--- config.mk ---
export PLATFORM = sky130hd
export DESIGN_NAME = recording_endpoint_vad_core
export DESIGN_NICKNAME = d
export VERILOG_FILES = /design/src/rtl/core/rev_pkg.sv /design/src/rtl/core/recording_endpoint_vad_core.sv
export SDC_FILE = /design/constraint.sdc
export NUM_CORES = 1
export LEC_CHECK = 0
export ABC_AREA = 1
export CORE_AREA = 5 5 227 229
export DETAILED_ROUTE_END_ITERATION = 16
export DIE_AREA = 0 0 232 234
export DONT_BUFFER_PORTS = 1
export PLACE_DENSITY = 0.56
export SYNTH_ARGS = -nofsm -noshare
export SYNTH_HDL_FRONTEND = slang
export SYNTH_SLANG_ARGS = --single-unit
--- constraint.sdc ---
create_clock -name clk -period 3.65 [get_ports clk]
set_input_delay 0.365 -clock clk [delete_from_list [all_inputs] [get_ports clk]]
set_output_delay 0.365 -clock clk [all_outputs]
set_load 0.01 [all_outputs]
--- src/rtl/core/rev_pkg.sv ---
// ----------------------------------------------------------------------------
// rev_pkg - recording endpoint VAD shared types and constants
// Item structs, register indexes, sequencer states and default settings.
// ----------------------------------------------------------------------------
package rev_pkg;

  // fixed field widths
  localparam int unsigned SMP_W   = 16;  // PCM sample
  localparam int unsigned LVL_W   = 16;  // mean absolute level / quotient
  localparam int unsigned CNT_W   = 18;  // sample counts
  localparam int unsigned PSUM_W  = 33;  // prefix magnitude sum
  localparam int unsigned CFG_W   = 18;  // widest register
  localparam int unsigned CIDX_W  = 3;

  // parameter defaults
  localparam int unsigned CHUNK_SAMPLES_DEF       = 512;
  localparam int unsigned MAX_CAPTURE_SAMPLES_DEF = 131072;

  // register indexes
  localparam logic [CIDX_W-1:0] CFG_VAD_ENABLE     = 3'd0;
  localparam logic [CIDX_W-1:0] CFG_START_THRESH   = 3'd1;
  localparam logic [CIDX_W-1:0] CFG_SILENCE_THRESH = 3'd2;
  localparam logic [CIDX_W-1:0] CFG_SILENCE_NEEDED = 3'd3;
  localparam logic [CIDX_W-1:0] CFG_MIN_CAPTURE    = 3'd4;
  localparam logic [CIDX_W-1:0] CFG_CAPACITY       = 3'd5;

  // register reset values
  localparam logic              RST_VAD_ENABLE     = 1'b1;
  localparam logic [LVL_W-1:0]  RST_START_THRESH   = 16'd1000;
  localparam logic [LVL_W-1:0]  RST_SILENCE_THRESH = 16'd500;
  localparam logic [CNT_W-1:0]  RST_SILENCE_NEEDED = 18'd16000;
  localparam logic [CNT_W-1:0]  RST_MIN_CAPTURE    = 18'd16000;
  localparam logic [CNT_W-1:0]  RST_CAPACITY       = 18'd131072;

  typedef struct packed {
    logic signed [SMP_W-1:0] sample;
    logic                    is_prefix;
    logic                    first;
  } vad_in_t;

  typedef struct packed {
    logic             take;
    logic             last;
    logic             status;
    logic             voice_on;
    logic             silence_stop;
    logic [LVL_W-1:0] peak_level;
    logic [CNT_W-1:0] captured_samples;
  } vad_out_t;

  typedef enum logic [2:0] {
    S_IDLE,   // waiting for an item
    S_UPD,    // count, accumulate, decide
    S_DIV,    // shared divider running
    S_EVAL,   // use quotient
    S_DONE    // hand result to output register
  } vad_state_t;

endpackage

--- src/rtl/core/recording_endpoint_vad_core.sv ---
// ----------------------------------------------------------------------------
// recording_endpoint_vad_core - energy based end-of-speech detector
// Counts captured samples, tracks chunk mean levels, flags the capture end.
// ----------------------------------------------------------------------------
// One PCM sample item goes in, one result item comes out. An item opening a
// recording carries first=1 and clears the running state. Prefix samples
// (is_prefix=1, before any live sample) are stored and their running mean
// absolute level becomes the peak; they mark voice as started. Live samples are
// grouped into chunks of CHUNK_SAMPLES (the last one cut short when the buffer
// fills); with vad_enable set, each chunk's mean level raises the peak, starts
// voice and counts or clears trailing silence. last is raised on a full buffer,
// on a silence stop, or when a prefix overruns the capacity (status=1). Items
// arriving while no capture runs give take=0, last=0 and hold the other fields.
// Sequence: an item without a division runs S_IDLE, S_UPD, S_DONE; a stored
// prefix sample, or a live sample closing a chunk with VAD enabled, also runs
// S_DIV and S_EVAL, where the one shared 16-step restoring divider forms every
// mean level (one quotient bit per cycle). An item is taken only in S_IDLE,
// once the last result is registered, even if that result waits downstream.
// ----------------------------------------------------------------------------
module recording_endpoint_vad_core #(
  parameter int unsigned CHUNK_SAMPLES       = rev_pkg::CHUNK_SAMPLES_DEF,
  parameter int unsigned MAX_CAPTURE_SAMPLES = rev_pkg::MAX_CAPTURE_SAMPLES_DEF
) (
  input  logic                             clk,
  input  logic                             rst,
  // sample items
  input  logic                             smp_valid,
  output logic                             smp_stall,
  input  rev_pkg::vad_in_t                 smp_item,
  // result items
  output logic                             res_valid,
  input  logic                             res_stall,
  output rev_pkg::vad_out_t                res_item,
  // register writes
  input  logic                             cfg_we,
  input  logic [rev_pkg::CIDX_W-1:0]       cfg_index,
  input  logic [rev_pkg::CFG_W-1:0]        cfg_data
);

  localparam int unsigned LVL_W  = rev_pkg::LVL_W;
  localparam int unsigned CNT_W  = rev_pkg::CNT_W;
  localparam int unsigned PSUM_W = rev_pkg::PSUM_W;
  // chunk fill must hold CHUNK_SAMPLES itself
  localparam int unsigned FILL_W = $clog2(CHUNK_SAMPLES + 1);
  // magnitude is at most 2^15, so the chunk sum stays below 2^(15+FILL_W)
  localparam int unsigned CSUM_W = LVL_W - 1 + FILL_W;
  // quotient bits: a mean level never exceeds 32768
  localparam int unsigned Q_W    = LVL_W;
  localparam int unsigned QC_W   = $clog2(Q_W);

  localparam logic [FILL_W-1:0] CHUNK_LEN = FILL_W'(CHUNK_SAMPLES);
  localparam logic [CNT_W-1:0]  CAP_MAX   = CNT_W'(MAX_CAPTURE_SAMPLES);

  // registers
  logic                 vad_enable;
  logic [LVL_W-1:0]     start_threshold;
  logic [LVL_W-1:0]     silence_threshold;
  logic [CNT_W-1:0]     silence_needed;
  logic [CNT_W-1:0]     min_capture;
  logic [CNT_W-1:0]     capacity;

  // sequencer and item
  rev_pkg::vad_state_t  state, state_next;
  logic [LVL_W-1:0]     mag, mag_next;
  logic                 pfx, pfx_next;
  logic                 take, take_next;
  logic                 last, last_next;

  // run state
  logic [CNT_W-1:0]     count, count_next;
  logic [FILL_W-1:0]    fill, fill_next;
  logic [CSUM_W-1:0]    csum, csum_next;
  logic [PSUM_W-1:0]    psum, psum_next;
  logic [CNT_W-1:0]     trail, trail_next;
  logic [LVL_W-1:0]     peak, peak_next;
  logic                 active, active_next;
  logic                 live, live_next;
  logic                 voice, voice_next;
  logic                 stopped, stopped_next;
  logic                 error, error_next;

  // divider
  logic [CNT_W-1:0]     rem, rem_next;
  logic [Q_W-1:0]       quot, quot_next;
  logic [Q_W-1:0]       dvd_lo, dvd_lo_next;
  logic [CNT_W-1:0]     divisor, divisor_next;
  logic [QC_W-1:0]      div_cnt, div_cnt_next;
  logic                 div_chunk, div_chunk_next;

  logic                 res_valid_next;
  rev_pkg::vad_out_t    res_item_next;

  // helpers
  logic                 accept;
  logic [LVL_W-1:0]     mag_in;
  logic [CNT_W-1:0]     cap_eff;
  logic [CNT_W-1:0]     count_inc;
  logic [PSUM_W-1:0]    psum_add;
  logic [CSUM_W-1:0]    csum_add;
  logic [FILL_W-1:0]    fill_inc;
  logic                 chunk_end;
  logic [CNT_W:0]       trial;
  logic                 trial_ge;
  logic                 eval_start;
  logic [CNT_W-1:0]     trail_eval;
  logic                 voice_eval;

  assign smp_stall = (state != rev_pkg::S_IDLE);
  assign accept    = smp_valid && !smp_stall;

  // |sample|; -32768 maps to 32768, still fits unsigned 16 bits
  assign mag_in = smp_item.sample[LVL_W-1] ? LVL_W'(~smp_item.sample + 1'b1)
                                           : LVL_W'(smp_item.sample);

  // zero capacity acts as one, oversize clamps to the buffer limit
  always_comb begin
    if (capacity == '0) begin
      cap_eff = CNT_W'(1);
    end else if (capacity > CAP_MAX) begin
      cap_eff = CAP_MAX;
    end else begin
      cap_eff = capacity;
    end
  end

  assign count_inc = count + 1'b1;
  assign psum_add  = psum + PSUM_W'(mag);
  assign csum_add  = csum + CSUM_W'(mag);
  assign fill_inc  = fill + 1'b1;
  assign chunk_end = (fill_inc >= CHUNK_LEN) || (count_inc >= cap_eff);

  // one restoring step: bring down next dividend bit, try subtract
  assign trial    = {rem, dvd_lo[Q_W-1]};
  assign trial_ge = (trial >= {1'b0, divisor});

  // chunk level decisions, quotient holds the level
  assign eval_start = !voice && (quot >= start_threshold);
  assign voice_eval = voice || eval_start;
  always_comb begin
    if (eval_start) begin
      trail_eval = '0;
    end else if (voice) begin
      trail_eval = (quot <= silence_threshold) ? CNT_W'(trail + CNT_W'(fill)) : '0;
    end else begin
      trail_eval = trail;
    end
  end

  // register writes
  always_ff @(posedge clk) begin
    if (rst) begin
      vad_enable        <= rev_pkg::RST_VAD_ENABLE;
      start_threshold   <= rev_pkg::RST_START_THRESH;
      silence_threshold <= rev_pkg::RST_SILENCE_THRESH;
      silence_needed    <= rev_pkg::RST_SILENCE_NEEDED;
      min_capture       <= rev_pkg::RST_MIN_CAPTURE;
      capacity          <= rev_pkg::RST_CAPACITY;
    end else if (cfg_we) begin
      unique case (cfg_index)
        rev_pkg::CFG_VAD_ENABLE:     vad_enable        <= cfg_data[0];
        rev_pkg::CFG_START_THRESH:   start_threshold   <= cfg_data[LVL_W-1:0];
        rev_pkg::CFG_SILENCE_THRESH: silence_threshold <= cfg_data[LVL_W-1:0];
        rev_pkg::CFG_SILENCE_NEEDED: silence_needed    <= cfg_data[CNT_W-1:0];
        rev_pkg::CFG_MIN_CAPTURE:    min_capture       <= cfg_data[CNT_W-1:0];
        rev_pkg::CFG_CAPACITY:       capacity          <= cfg_data[CNT_W-1:0];
        default: ;  // unused indexes are dropped
      endcase
    end
  end

  // sequencer: next state and datapath
  always_comb begin
    state_next     = state;
    mag_next       = mag;
    pfx_next       = pfx;
    take_next      = take;
    last_next      = last;
    count_next     = count;
    fill_next      = fill;
    csum_next      = csum;
    psum_next      = psum;
    trail_next     = trail;
    peak_next      = peak;
    active_next    = active;
    live_next      = live;
    voice_next     = voice;
    stopped_next   = stopped;
    error_next     = error;
    rem_next       = rem;
    quot_next      = quot;
    dvd_lo_next    = dvd_lo;
    divisor_next   = divisor;
    div_cnt_next   = div_cnt;
    div_chunk_next = div_chunk;
    res_item_next  = res_item;
    res_valid_next = res_valid && res_stall;

    unique case (state)
      rev_pkg::S_IDLE: begin
        if (accept) begin
          mag_next  = mag_in;
          pfx_next  = smp_item.is_prefix;
          take_next = 1'b0;
          last_next = 1'b0;
          if (smp_item.first) begin
            // new recording: drop whatever ran before
            count_next   = '0;
            fill_next    = '0;
            csum_next    = '0;
            psum_next    = '0;
            trail_next   = '0;
            peak_next    = '0;
            active_next  = 1'b1;
            live_next    = 1'b0;
            voice_next   = 1'b0;
            stopped_next = 1'b0;
            error_next   = 1'b0;
          end
          state_next = rev_pkg::S_UPD;
        end
      end

      rev_pkg::S_UPD: begin
        state_next = rev_pkg::S_DONE;
        if (active) begin
          if (pfx && !live) begin
            if (count >= cap_eff) begin
              // prefix overran the buffer
              error_next  = 1'b1;
              active_next = 1'b0;
              last_next   = 1'b1;
            end else begin
              take_next      = 1'b1;
              count_next     = count_inc;
              psum_next      = psum_add;
              voice_next     = 1'b1;
              rem_next       = CNT_W'(psum_add[PSUM_W-1:Q_W]);
              dvd_lo_next    = psum_add[Q_W-1:0];
              divisor_next   = count_inc;
              div_cnt_next   = QC_W'(Q_W - 1);
              div_chunk_next = 1'b0;
              state_next     = rev_pkg::S_DIV;
            end
          end else begin
            live_next = 1'b1;
            if (count >= cap_eff) begin
              // buffer filled by the prefix, live sample ends it
              active_next = 1'b0;
              last_next   = 1'b1;
            end else begin
              take_next  = 1'b1;
              count_next = count_inc;
              csum_next  = csum_add;
              fill_next  = fill_inc;
              if (chunk_end && vad_enable) begin
                rem_next       = CNT_W'(PSUM_W'(csum_add) >> Q_W);
                dvd_lo_next    = Q_W'(csum_add);
                divisor_next   = CNT_W'(fill_inc);
                div_cnt_next   = QC_W'(Q_W - 1);
                div_chunk_next = 1'b1;
                state_next     = rev_pkg::S_DIV;
              end else begin
                if (chunk_end) begin
                  fill_next = '0;
                  csum_next = '0;
                end
                if (count_inc >= cap_eff) begin
                  active_next = 1'b0;
                  last_next   = 1'b1;
                end
              end
            end
          end
        end
      end

      rev_pkg::S_DIV: begin
        rem_next    = trial_ge ? CNT_W'(trial - {1'b0, divisor}) : CNT_W'(trial);
        quot_next   = {quot[Q_W-2:0], trial_ge};
        dvd_lo_next = {dvd_lo[Q_W-2:0], 1'b0};
        if (div_cnt == '0) begin
          state_next = rev_pkg::S_EVAL;
        end else begin
          div_cnt_next = div_cnt - 1'b1;
        end
      end

      rev_pkg::S_EVAL: begin
        state_next = rev_pkg::S_DONE;
        if (!div_chunk) begin
          peak_next = quot;
        end else begin
          if (quot > peak) begin
            peak_next = quot;
          end
          voice_next = voice_eval;
          trail_next = trail_eval;
          if (voice_eval && (count >= min_capture) && (trail_eval >= silence_needed)) begin
            stopped_next = 1'b1;
            active_next  = 1'b0;
            last_next    = 1'b1;
          end
          fill_next = '0;
          csum_next = '0;
          if (count >= cap_eff) begin
            active_next = 1'b0;
            last_next   = 1'b1;
          end
        end
      end

      rev_pkg::S_DONE: begin
        if (!res_valid || !res_stall) begin
          res_item_next.take             = take;
          res_item_next.last             = last;
          res_item_next.status           = error;
          res_item_next.voice_on         = voice;
          res_item_next.silence_stop     = stopped;
          res_item_next.peak_level       = peak;
          res_item_next.captured_samples = count;
          res_valid_next                 = 1'b1;
          state_next                     = rev_pkg::S_IDLE;
        end
      end

      default: state_next = rev_pkg::S_IDLE;
    endcase
  end

  // control state
  always_ff @(posedge clk) begin
    if (rst) begin
      state     <= rev_pkg::S_IDLE;
      res_valid <= 1'b0;
      count     <= '0;
      fill      <= '0;
      csum      <= '0;
      psum      <= '0;
      trail     <= '0;
      peak      <= '0;
      active    <= 1'b0;
      live      <= 1'b0;
      voice     <= 1'b0;
      stopped   <= 1'b0;
      error     <= 1'b0;
      div_cnt   <= '0;
    end else begin
      state     <= state_next;
      res_valid <= res_valid_next;
      count     <= count_next;
      fill      <= fill_next;
      csum      <= csum_next;
      psum      <= psum_next;
      trail     <= trail_next;
      peak      <= peak_next;
      active    <= active_next;
      live      <= live_next;
      voice     <= voice_next;
      stopped   <= stopped_next;
      error     <= error_next;
      div_cnt   <= div_cnt_next;
    end
  end

  // payload, no reset
  always_ff @(posedge clk) begin
    mag       <= mag_next;
    pfx       <= pfx_next;
    take      <= take_next;
    last      <= last_next;
    rem       <= rem_next;
    quot      <= quot_next;
    dvd_lo    <= dvd_lo_next;
    divisor   <= divisor_next;
    div_chunk <= div_chunk_next;
    res_item  <= res_item_next;
  end

endmodule

# Word-level counts from Yosys, hierarchy flattened
# Cells that the tools add are included.
classes:
  n_addsub: 8
  n_lt_le_gt_ge: 10
  n_eq_ne: 27
  n_mux: 120
  bitwise: 2
  reduce_logical: 49
op_table:
  columns: ["cell", "count"]
  rows:
  - ["18-bit 2-to-1 mux", 19]
  - ["25-bit 2-to-1 mux", 8]
  - ["33-bit 2-to-1 mux", 5]
  - ["16-bit 2-to-1 mux", 9]
  - ["18-bit one-hot mux with 2 select lines", 3]
  - ["10-bit 2-to-1 mux", 8]
  - ["25-bit one-hot mux with 3 select lines", 1]
  - ["18-bit greater-or-equal comparator", 4]
  - ["33-bit one-hot mux with 2 select lines", 1]
  - ["16-bit one-hot mux with 2 select lines", 2]
  - ["1-bit 2-to-1 mux", 39]
  - ["33-bit by 16-bit adder with 33-bit output", 1]
  - ["10-bit one-hot mux with 3 select lines", 1]
  - ["25-bit by 16-bit adder with 25-bit output", 1]
  - ["5-bit AND reduction", 5]
  - ["3-bit 2-to-1 mux", 8]
  - ["4-bit 2-to-1 mux", 6]
  - ["2-bit != test (second input constant)", 12]
  - ["4-bit AND reduction", 5]
  - ["19-bit by 18-bit greater-or-equal comparator with 1-bit output", 1]
  - ["18-bit by 1-bit adder with 18-bit output (second input constant)", 1]
  - ["18-bit by 10-bit adder with 18-bit output", 1]
  - ["18-bit greater-than comparator (second input constant)", 1]
  - ["18-bit logical NOT", 1]
  - ["31 further kinds", 73]
word_totals:
  regBits: 347
  inputBits: 44
  output_inout_bits: 41
  wordCells: 253

# Logic depth before layout (Yosys ltp)
# Gate-level depths: netlist of the first run.
logic_depth:
  depth_word: 11
  ltp_mapped: 29

# Least setup slack after synthesis of the first run
# OpenSTA, ideal clock, no wires.
synth_timing:
  path_kind: "register to register"
  start: "register capacity[8]"
  end: "register dvd_lo[0] (enable)"
  arrival_ns: 3.649
  required_ns: 3.257
  path_slack_ns: -0.392
  stages_incl_launch_ff: 17
  n_path_buf: 1
  period_less_slack_ns: 4.042
  path_cell_list: "dfxtp_1 or4_1 nor3_1 nand4_1 nand2_1 clkbuf_1 nand2_1 ha_1 nand2_1 inv_2 nand2_1 nand2_1 a21oi_1 nand4_2 nor2_2 nand3_1 nand2_1"
synth_between:
  elab_chain_len: 8
  elab_cells_between_ends: 11
  classes_between: "3 x order compare; 2 x eq/ne; 2 x mux; 4 x reduce/logical"
synth_rtl:
  columns: ["element", "line", "rtl"]
  rows:
  - ["from (decl)", "recording_endpoint_vad_core.sv:60", "logic [CNT_W-1:0] capacity;"]
  - ["from (signal assigned)", "recording_endpoint_vad_core.sv:157", "capacity <= rev_pkg::RST_CAPACITY;"]
  - ["from (signal assigned)", "recording_endpoint_vad_core.sv:165", "rev_pkg::CFG_CAPACITY: capacity <= cfg_data[CNT_W-1:0];"]
  - ["18-bit greater-than comparator", "recording_endpoint_vad_core.sv:119", "end else if (capacity > CAP_MAX) begin"]
  - ["18-bit 2-to-1 mux", "recording_endpoint_vad_core.sv:119", null]
  - ["18-bit 2-to-1 mux *", "recording_endpoint_vad_core.sv:117", "if (capacity == '0) begin"]
  - ["18-bit greater-or-equal comparator", "recording_endpoint_vad_core.sv:130", "assign chunk_end = (fill_inc >= CHUNK_LEN) || (count_inc >= cap_eff);"]
  - ["1-bit logical OR", "recording_endpoint_vad_core.sv:130", null]
  - ["1-bit logical AND", "recording_endpoint_vad_core.sv:255", "if (chunk_end && vad_enable) begin"]
  - ["3-bit != test (no line)", null, null]
  - ["4-bit AND reduction (no line) *", null, null]
  - ["to (signal assigned)", "recording_endpoint_vad_core.sv:373", "dvd_lo <= dvd_lo_next;"]
  - ["to (decl)", "recording_endpoint_vad_core.sv:85", "logic [Q_W-1:0] dvd_lo, dvd_lo_next;"]
# Mark *: on every way between the ends. The rest lies on a longest branch, timed or not.
# A chain may end at the register's enable or synchronous reset.

# Worst setup path after layout of the first run
layout_timing:
  start: "register quot[14]"
  end: "register last (enable)"
layout_between:
  elab_chain_len: 8
  elab_cells_between_ends: 12
  classes_between: "3 x order compare; 1 x eq/ne; 3 x mux; 5 x reduce/logical"
layout_rtl:
  columns: ["element", "line", "rtl"]
  rows:
  - ["from (decl)", "recording_endpoint_vad_core.sv:84", "logic [Q_W-1:0] quot, quot_next;"]
  - ["from (signal assigned)", "recording_endpoint_vad_core.sv:372", "quot <= quot_next;"]
  - ["16-bit <= comparator", "recording_endpoint_vad_core.sv:143", "trail_eval = (quot <= silence_threshold) ? CNT_W'(trail + CNT_W'(fill)) : '0;"]
  - ["18-bit 2-to-1 mux", "recording_endpoint_vad_core.sv:143", null]
  - ["18-bit 2-to-1 mux", "recording_endpoint_vad_core.sv:142", "end else if (voice) begin"]
  - ["18-bit 2-to-1 mux", "recording_endpoint_vad_core.sv:140", "if (eval_start) begin"]
  - ["18-bit greater-or-equal comparator", "recording_endpoint_vad_core.sv:298", "if (voice_eval && (count >= min_capture) && (trail_eval >= silence_needed)) begin"]
  - ["1-bit logical AND *", "recording_endpoint_vad_core.sv:298", null]
  - ["3-bit != test (no line) *", null, null]
  - ["8-bit AND reduction (no line) *", null, null]
  - ["to (signal assigned)", "recording_endpoint_vad_core.sv:370", "last <= last_next;"]
  - ["to (decl)", "recording_endpoint_vad_core.sv:67", "logic last, last_next;"]
# Marks and branches as above.

==> summary.md, run 1 <==
| Metric | Value |
|---|---|
| Crit path arrival time | `3820 ps` |
| Reg2reg start | `quot[14]` |
| Internal power | `around 7.6 mW` |
| Antenna diode count | `0` |
| Post-synthesis cell area | `20900 µm²` |
| WHS Endpoint | `start_threshold[15]` |
| Area Growth Syn to Fin | `18.8%` |
| Clock Sinks | `347` |
| DRC | `0` |
| EDFF count, synth | `127` |
| Mux share of post-synthesis cell area | `0%` |
| Pin count of the biggest net entering global routing | `between 100 and 150` |
| Post-DP HPWL | `45300 µm` |
| # port buffers | `0` |
| Largest family of logic cells by synthesized area | `simple AND/OR/NAND/NOR gates` |
| CTS root buf | `clkbuf_16` |
| # setup viols final | `0` |
| Leading cell type in the layout, fill and taps excluded | `nand2_1` |
| Drt via density | `5.27` |
| Top-level I/O count | `85` |
| Final WL | `62500 µm` |
| Min Tclk post-route | `3560 ps` |
| #FFs+latches synth | `around 350` |
| Leakage | `10.5 nW` |
| Asr flop ratio synth | `0%` |
| Total vias in the final route | `18600` |
| Vias in the first global route | `17200` |
| First-pass detailed-route iteration total | `5` |
| Ys Warns | `0` |
| Synth Area in Compound Gates | `14.7%` |
| Dpl ws | `-107 ps` |
| Sw Ratio | `28.8%` |
| Max reg flops | `39` |
| Final hold vios | `0` |
| Biggest regs | `res_item: 39 flops, psum: 33 flops, csum: 25 flops` |
| Core area | `between 40000 and 50000 µm²` |
| Maxcap violations | `0` |
| CP Class | `register to register` |
| Power share of the combinational group | `16.9%` |
| Simple-gate portion of the synthesized area | `23.2%` |
| GP Congestion | `0.907` |
| Synthesized-area fraction occupied by adder cells | `a little under an eighth` |
| DIE HEIGHT | `approximately 230 µm` |
| Antenna-violating nets left | `0` |
| First-pass GRT wire length | `96300 µm` |
| Worst Hold Path Cells | `2` |
| R2R depth | `24` |
| Slew HR | `27.9%` |
| H-Tree Depth | `2` |
| Worst vdd ir | `0.299 mV` |
| Hold crit path type | `input port to register` |
| Routed wire length per instance | `17.7 µm` |
| CTS clk-pin slew, worst paths | `60 ps` |
| Crit start category | `register` |
| Power Dens Cells | `approximately 430 nW/µm²` |
| Clk Latency, worst-skew pair | `just under 600 ps` |
| Share of cells above drive strength 1 | `11.6%` |
| Clock Skew | `23.3 ps` |
| Sequential share of the synthesized area | `39.4%` |
| Critical-path maximum fanout | `7` |
| Overall Power | `10.7 mW` |
| Period Utilization, post-route | `97.5%` |
| Mapped Nets | `2953` |
| Clk network pwr share | `42.8%` |
| R2R Path End | `last` |
| Die Width | `232 µm` |
| Worst Hold Slack | `23.4 ps` |
| Avg Cell Area, Syn | `7.67 µm²` |
| Starting Density | `between 40% and 50%` |
| Clock buffer depth | `3` |
| Die area | `54300 µm²` |
| Setup TNS | `0 ps` |
| Fmax achieved | `~0.28 GHz` |
| TritonCTS buffer count | `42` |
| Gate count of the mapped netlist | `approximately 2700` |
| Commonest non-fill, non-tap cells in the layout | `nand2_1 (624), inv_1 (289), a21oi_1 (263)` |
| Antenna violations before repair | `4` |
| Worst setup slack after layout | `92.5 ps` |
| # rows | `82` |
| Post-layout net count | `3054` |
| Max Slew Vio Count | `0` |
| Tightest Pin Transition | `roughly 1100 ps` |
| Most flops, register | `res_item` |
| Synth Area in XOR/XNOR | `3.99%` |
| Sequential Power Share | `40.3%` |
| Internal reg-to-reg setup slack | `90 ps` |
| Main synth FF type | `dfxtp_1` |
| Unique cell type count in the Yosys netlist | `59` |
| Grt ovf | `0` |
| Crit end category | `register` |
| CP required | `3910 ps` |
| Status | `finished clean` |
| Critical path origin | `quot[14]` |
| Worst Min Path Start | `cfg_data[15]` |
| Unrepaired setup endpoints after global routing | `true` |
| Tot GR Track Use | `22.2%` |
| CTS tree | `done` |
| P_sw | `just over 3 mW` |
| Initial drt markers | `~1400` |
==> Yosys cell counts (6+ instances only) <==
library cell	count	share of area [%]
inv_2	12	0.22
ha_1	184	11
xor2_1	52	2.2
o21ai_0	154	3.7
a211oi_1	7	0.25
nor3_1	31	0.74
nand4_1	48	1.4
nand2_1	667	12
nand3_1	125	3.0
nor2_1	231	4.2
inv_1	297	5.3
a22oi_1	10	0.36
nor4_1	12	0.36
nand2_2	6	0.18
clkbuf_1	55	0.99
a21oi_1	272	6.5
xnor2_1	43	1.8
o21bai_1	9	0.32
edfxtp_1	127	18
o21a_1	20	0.72
dfxtp_1	220	21
buf_2	16	0.38
a21o_1	12	0.43
o211ai_1	41	1.5
==> kinds of logic after synthesis <==
| group | after synthesis |
|---|---|
| compound gates | 549 |
| xor+xnor | 95 |
| fa+ha+maj | 188 |
| buf+inv | 392 |
| flops | 347 |
| simple gates | 1150 |
==> power by group through the flow <==
stage | clock (mW) | sequential [mW] | combinational (mW)
floorplan | 0 | 4.36 | 1.11
global placement | 0 | 4.41 | 1.55
detailed placement | 0 | 4.41 | 1.57
CTS | 4.71 | 4.33 | 1.67
global route | 4.87 | 4.34 | 2.02
finish | 4.60 | 4.33 | 1.82
==> per-layer routing <==
metal  global-route usage [%]  up-vias  wire, µm  share of wire (%)
met4                     5.13        8      1240                2.0
met2                     35.7      471     27900                 45
met3                     3.84       87      4050                6.5
met5                        0        -        46              0.074
li1                         -     9326         -                  -
met1                     31.6     8684     29200                 47
==> cell type report <==
type,instances,area [µm²]
fill,4833,24700
tap,672,841
multi-input combinational,1982,11700
sequential,347,8230
clock buffer,50,1150
timing repair inverter,1,8.76
inverter,313,1190
clock inverter,27,359
timing repair buffer,135,1320
==> stage by stage <==
step	utilization (%)	instance area, µm²	std cells
CTS	48.4	23900	3501
detailed placement	44.6	22000	3389
global placement	44.6	22000	3389
floorplan	-	20900	2721
global route	50.1	24800	3527
finish	50.1	24800	3527
==> worst max-delay path, stage by stage (launching register included) <==
cell,delay [ps]
edfxtp_1,470
ha_1,340
nand2_2,60
inv_2,60
nand3_4,80
nor3_4,230
nand2_1,80
nand2_1,80
nand2_2,80
nand2_2,90
nand2_4,70
inv_4,100
buf_6,100
nor2_1,30
ha_1,280
nand2_2,80
nor2_2,100
nand2_1,60
nor2_1,100
nand2_1,50
nand4_1,150
nand3_2,120
nand3_2,100
nand2_2,70
nor4_4,270
==> timing repair <==
item	in CTS	in global routing
pin swaps	0	59
gates resized for setup	5	145
hold endpoints to repair	221	0
hold buffers	35	0
setup endpoints to repair	1	115
buffers inserted	0	20
cloned	0	6
==> how the worst max path moves through the flow <==
stage,endpoint,slack (ps),cells past startpoint
2_1_floorplan,div_chunk,-60,16
3_3_place_gp,last,-90,23
3_5_place_dp,last,-110,21
4_1_cts,last,40,23
5_1_grt,active,-100,27
6_report,last,90,24
(Power assumes the default switching activity.)
==> inputs of run 2 (changes only) <==
--- a/config.mk
+++ b/config.mk
@@ -11,6 +11,9 @@
 export DIE_AREA = 0 0 232 234
 export DONT_BUFFER_PORTS = 1
 export PLACE_DENSITY = 0.56
+export RECOVER_POWER = 100
+export REMOVE_ABC_BUFFERS = 1
+export SLEW_MARGIN = 40
 export SYNTH_ARGS = -nofsm -noshare
 export SYNTH_HDL_FRONTEND = slang
 export SYNTH_SLANG_ARGS = --single-unit
==> run 2 against run 1 <==
Effect of this change: die area unchanged; fmax down 2.1%; sequential share of layout area shrank 0.53 points; cell count up 1.2%; critical path type unchanged; largest cell class unchanged; total power decreased by 3.7%; clock skew grew 0.53 ps; critical endpoint unchanged; first-iteration DRC count is 4.7% lower; hold slack better by 6.8 ps.
==> summary.md, run 2 (synthesis results as in run 1) <==
| Metric | Value |
|---|---|
| Status | `finished clean` |
| Tightest Pin Transition | `768 ps` |
| CTS tree | `done` |
| Pin count of the biggest net entering global routing | `135` |
| Power Dens Cells | `~410 nW/µm²` |
| Post-layout net count | `3095` |
| Post-DP HPWL | `45400 µm` |
| Hold crit path type | `input port to register` |
| Final core occ | `50.9%` |
| Clock Skew | `23.8 ps` |
| Fillers | `4858` |
| H-Tree Depth | `2` |
| Slew HR | `48.7%` |
| Top-level I/O count | `85` |
| Final hold vios | `0` |
| Worst Hold Slack | `approximately 30 ps` |
| Unrepaired setup endpoints after global routing | `true` |
| Final Cell Area | `around 25000 µm²` |
| Area Growth Syn to Fin | `20.6%` |
| Die area | `54300 µm²` |
| Post-Layout Cell Count | `3568` |
| CP required | `between 3000 and 4000 ps` |
| Final WL | `63400 µm` |
| Leakage | `10.8 nW` |
| TritonCTS buffer count | `41` |
| Critical-path maximum fanout | `5` |
| Initial drt markers | `1290` |
| # port buffers | `0` |
| Crit start category | `register` |
| Area of the multi-input gates | `11900 µm²` |
| Worst setup path end | `last` |
| Register area | `8230 µm²` |
| Clock Sinks | `347` |
| # rows | `82` |
| R2R depth | `23` |
| Antenna violations before repair | `3` |
| Grt ovf | `0` |
| Internal reg-to-reg setup slack | `20 ps` |
| Share of cells above drive strength 1 | `12.6%` |
| CP Class | `register to register` |
| Max Slew Vio Count | `0` |
| Antenna diode count | `0` |
| Critical path origin | `quot[2]` |
| Crit end category | `register` |
| Period Utilization, post-route | `between 90 and 100%` |
| Die Width | `232 µm` |
| Drt via density | `between 5 and 6` |
| Vias in the first global route | `17800` |
| CTS clk-pin slew, worst paths | `60 ps` |
| Antenna-violating nets left | `0` |
| DRC | `0` |
| Most flops, register | `res_item` |
| R2R Path End | `last` |
| Min Tclk post-route | `3630 ps` |
| Biggest regs | `res_item: 39 flops, psum: 33 flops, csum: 25 flops` |
| Crit path arrival time | `3910 ps` |
| # setup viols final | `0` |
| Total vias in the final route | `18700` |
| Clock buffer depth | `3` |
| Reg2reg start | `quot[2]` |
| Maxcap violations | `0` |
| DIE HEIGHT | `between 200 and 250 µm` |
| First-pass GRT wire length | `slightly below 100000 µm` |
| Clk Latency, worst-skew pair | `just under 600 ps` |
| Max reg flops | `39` |
| Post-DP Area | `22200 µm²` |
| Leading cell type in the layout, fill and taps excluded | `nand2_1` |
| Placed Cells incl. Taps | `3409` |
| Commonest non-fill, non-tap cells in the layout | `nand2_1 (614), inv_1 (288), a21oi_1 (263)` |
| Starting Density | `42.2%` |
| GP Congestion | `0.916` |
| Tot GR Track Use | `between 20% and 30%` |
| Fmax achieved | `0.275 GHz` |
| First-pass detailed-route iteration total | `5` |
| Core area | `just under 50000 µm²` |
| Worst vdd ir | `0.272 mV` |
| Routed wire length per instance | `17.8 µm` |
| Overall Power | `10.3 mW` |
| CTS root buf | `clkbuf_16` |
## run 2: worst min-delay path by stage
stage	startpoint	endpoint	slack, ps	cells past startpoint
floorplan	last	res_item[37]	400	0
global placement	stopped	res_item[34]	420	0
detailed placement	stopped	res_item[34]	420	0
CTS	cfg_data[5]	min_capture[5]	1	2
global route	smp_item[17]	mag[1]	50	1
finish	cfg_data[5]	min_capture[5]	30	2
## run 2: per-layer routing
layer	wire, µm	global-route usage, %	vias up
met3	3490	3.17	92
li1	-	-	9417
met5	41	0	-
met1	30100	31.8	8779
met2	28200	36.0	439
met4	1610	6.19	6
## run 2: what timing repair did
item	4_1_cts	5_1_grt
endpoints found under the setup margin	59	129
hold buffers	35	0
resized for setup	12	180
setup buffers	10	31
cloned	1	7
pin swaps	3	78
endpoints found under the hold margin	228	0
## run 2: area by class of cell
type,count,area share [%]
Multi-Input combinational cell,1983,47.3
Tap cell,672,3.34
Clock buffer,53,4.41
Sequential cell,347,32.7
Inverter,313,4.71
Timing Repair Buffer,177,6.61
Clock inverter,23,0.925
## run 2: stage by stage
stage,setup TNS [ps],worst slack (ps)
floorplan,-25690,-663
global placement,-66.3,-66.3
detailed placement,-262,-173
CTS,-37.8,-37.8
global route,-8120,-266
finish,0,15.4
## run 2: report_power, final
group,switching [mW],internal (mW),total (mW),leakage (nW)
registers,0.118,4.20,4.32,2.94
logic,1.22,0.648,1.87,7.16
clock network,1.72,2.44,4.16,0.658
## run 2: critical path: stages (launching register included)
cell	delay (ps)
edfxtp_1	480
buf_6	170
ha_4	250
nand2_2	50
inv_2	60
nand3_2	60
nor3_2	150
nand2_1	60
nand4_1	210
clkinvlp_4	180
buf_8	170
nand2_4	60
nand2_4	60
ha_4	280
nand2_4	50
nor2_1	110
nand2_1	70
nor2_1	80
nand2_1	60
nand4_1	140
nand3_2	130
nand3_2	110
nand2_2	50
nor4_2	270
==> inputs of run 3 (changes only) <==
--- a/config.mk
+++ b/config.mk
@@ -6,9 +6,9 @@
 export NUM_CORES = 1
 export LEC_CHECK = 0
 export ABC_AREA = 1
-export CORE_AREA = 5 5 227 229
+export CORE_AREA = 10 10 232 234
 export DETAILED_ROUTE_END_ITERATION = 16
-export DIE_AREA = 0 0 232 234
+export DIE_AREA = 0 0 242 244
 export DONT_BUFFER_PORTS = 1
 export PLACE_DENSITY = 0.56
 export RECOVER_POWER = 100
==> constraint.sdc (replaced) <==
create_clock -name clk -period 3.2 [get_ports clk]
set_input_delay 0.32 -clock clk [delete_from_list [all_inputs] [get_ports clk]]
set_output_delay 0.32 -clock clk [all_outputs]
set_load 0.01 [all_outputs]
==> run 3 against run 2 <==
Effect of this change: the flow now finishes with violations (negative setup slack); hold slack better by 1.3 ps; clock power is 13% higher; largest cell class unchanged; via count rose by 3.1%; clock skew rose by 15 ps; sequential share of layout area down 0.74 points; largest power group unchanged; combinational power up 20%; setup slack got worse by 340 ps; design area up 2.3%.
==> summary.md, run 3 (synthesis results as in run 1) <==
| Metric | Value |
|---|---|
| First-pass detailed-route iteration total | `5` |
| Antenna violations before repair | `0` |
| # setup viols final | `149` |
| Worst vdd ir | `0.374 mV` |
| Maxcap violations | `0` |
| Drt via density | `5.27` |
| Final hold vios | `0` |
| Area Growth Syn to Fin | `23.4%` |
| Most flops, register | `res_item` |
| Power Dens Cells | `460 nW/µm²` |
| Status | `finished with violations` |
| Crit path arrival time | `3810 ps` |
| Clock buffer depth | `3` |
| Internal reg-to-reg setup slack | `-320 ps` |
| Core area | `49500 µm²` |
| Slowest cell on crit path | `dfxtp_1` |
| # rows | `82` |
| CTS clk-pin slew, worst paths | `60 ps` |
| Share of cells above drive strength 1 | `between 10 and 15%` |
| R2R depth | `24` |
| Setup TNS | `-27680 ps` |
| Commonest non-fill, non-tap cells in the layout | `nand2_1 (632), inv_1 (293), a21oi_1 (250)` |
| Worst setup path end | `dvd_lo[11]` |
| Grt ovf | `0` |
| Total vias in the final route | `19300` |
| Crit end category | `register` |
| Clock Sinks | `around 350` |
| R2R Path End | `dvd_lo[11]` |
| Worst setup slack after layout | `-324 ps` |
| Failing checks | `negative setup slack` |
| Initial drt markers | `1453` |
| Clock Skew | `between 30 and 40 ps` |
| Die Width | `about 240 µm` |
| DIE HEIGHT | `244 µm` |
| Leading cell type in the layout, fill and taps excluded | `nand2_1` |
| Overall Power | `11.8 mW` |
| Post-layout net count | `3194` |
| Routed wire length per instance | `17.2 µm` |
| CTS tree | `done` |
| Biggest regs | `res_item: 39 flops, psum: 33 flops, csum: 25 flops` |
| GP Congestion | `0.941` |
| Hold crit path type | `input port to register` |
| Unrepaired setup endpoints after global routing | `true` |
| Post-DP HPWL | `45800 µm` |
| First-pass GRT wire length | `about 100000 µm` |
| Placed Cells incl. Taps | `approximately 3500` |
| Tot GR Track Use | `20.4%` |
| Min Tclk post-route | `3520 ps` |
| CTS root buf | `clkbuf_16` |
| Crit-path cells | `ha_2 > nand4_1 > nor2_2 > nand3_2 > nor2_2 > inv_2 > nor2_4 > buf_6 > nand2_1 > nand2_2 > inv_1 > ha_1 > nand2_1 > nor2_2 > nand2_2 > nor2_2 > a21oi_2 > nand4_1 > nand2_2 > nand2_4 > nand3_4 > nand2_8 > buf_12 > clkbuf_16` |
| Post-Layout Cell Count | `3667` |
| H-Tree Depth | `2` |
| TritonCTS buffer count | `41` |
| Starting Density | `42.2%` |
| Max reg flops | `39` |
| Slew HR | `under 10%` |
| Final WL | `between 60000 and 70000 µm` |
| Critical-path maximum fanout | `7` |
| Die area | `59000 µm²` |
| Fmax achieved | `0.284 GHz` |
| Tightest Pin Transition | `1440 ps` |
| Period Utilization, post-route | `110%` |
| Pin count of the biggest net entering global routing | `133` |
| CP required | `3490 ps` |
| Vias in the first global route | `18100` |
| Top-level I/O count | `85` |
| Most common cell on crit path | `nor2_2` |
| Max Slew Vio Count | `0` |
| Antenna diode count | `0` |
| Reg2reg start | `count[0]` |
| CP Class | `register to register` |
| Leakage | `11.1 nW` |
| Crit start category | `register` |
| Clk Latency, worst-skew pair | `about 600 ps` |
| # port buffers | `0` |
| DRC | `0` |
| Slowest stage delay, CP | `370 ps` |
| Antenna-violating nets left | `0` |
| Critical path origin | `count[0]` |
==> run 3: changes by cell type in the layout (fill, tap and decap cells not counted), sizes merged <==
| cell | before | now |
|---|---|---|
| dlygate4sd3 | 34 | 36 |
| clkinv | 21 | 14 |
| buf | 123 | 201 |
| clkinvlp | 1 | 2 |
| clkbuf | 73 | 100 |
| inv | 310 | 312 |
| bufinv | 4 | 1 |
| nand2 | 675 | 674 |
==> run 3: metrics by stage <==
step	setup WS, ps	hold slack (ps)	instance area, µm²	utilization, %
4_1_cts	-218	7.26	25200	51.0
3_5_place_dp	-456	419	23000	46.6
5_1_grt	-586	17.2	25700	52.1
2_1_floorplan	-1110	389	20500	-
3_3_place_gp	-373	419	23000	46.6
6_report	-324	31.4	25700	52.1
==> run 3: what timing repair did <==
| action | 4_1_cts | 5_1_grt |
|---|---|---|
| pin swaps | 16 | 21 |
| hold buffers | 37 | 0 |
| setup buffers | 15 | 14 |
| endpoints found under the hold margin | 229 | 0 |
| gates cloned | 3 | 7 |
| resized for setup | 73 | 108 |
| setup endpoints to repair | 148 | 151 |
==> run 3: where the power goes <==
part / internal, mW / leakage (nW) / switching (mW)
sequential: 4.79 / 2.94 / 0.126
combinational: 0.822 / 7.47 / 1.43
clock: 2.68 / 0.653 / 2.00
==> run 3: area by class of cell <==
type                    instances  area (µm²)
flip-flops and latches        347        8220
repair inverters                1        7.51
well taps                     672         841
clock inverters                15         153
inverters                     313        1180
fillers                      4744       23700
clock buffers                  61        1180
repair buffers                276        2360
multi-input cells            1982       11800
==> run 3: routing by layer <==
| metal | up-vias | routed length, µm | share of wire, % | GRT usage (%) |
|---|---|---|---|---|
| li1 | 9613 | - | - | - |
| met5 | - | 0 | 0 | 0 |
| met1 | 9111 | 29200 | 46 | 27.9 |
| met3 | 94 | 3810 | 6.0 | 3.40 |
| met4 | 0 | 1750 | 2.8 | 6.33 |
| met2 | 501 | 28500 | 45 | 32.4 |
==> run 3: worst max-delay path, delay by kind of cell (launching register included) <==
| family | cells | cell delay, ps |
|---|---|---|
| buffers and inverters | 5 | 530 |
| adders and majority gates | 2 | 470 |
| and+or+nand+nor | 16 | 1770 |
| AOI/OAI and AO/OA | 1 | 70 |
| DFF | 1 | 370 |
==> run 3: how the worst min path moves through the flow <==
| stage | from | to | slack (ps) | cells past startpoint |
|---|---|---|---|---|
| after floorplan | rst | active | 390 | 1 |
| after global placement | smp_item[1] | pfx | 420 | 0 |
| after detailed placement | smp_item[1] | pfx | 420 | 0 |
| after CTS | smp_item[17] | mag[5] | 7 | 2 |
| after global routing | smp_item[17] | mag[5] | 20 | 2 |
| final | smp_item[17] | mag[5] | 30 | 2 |
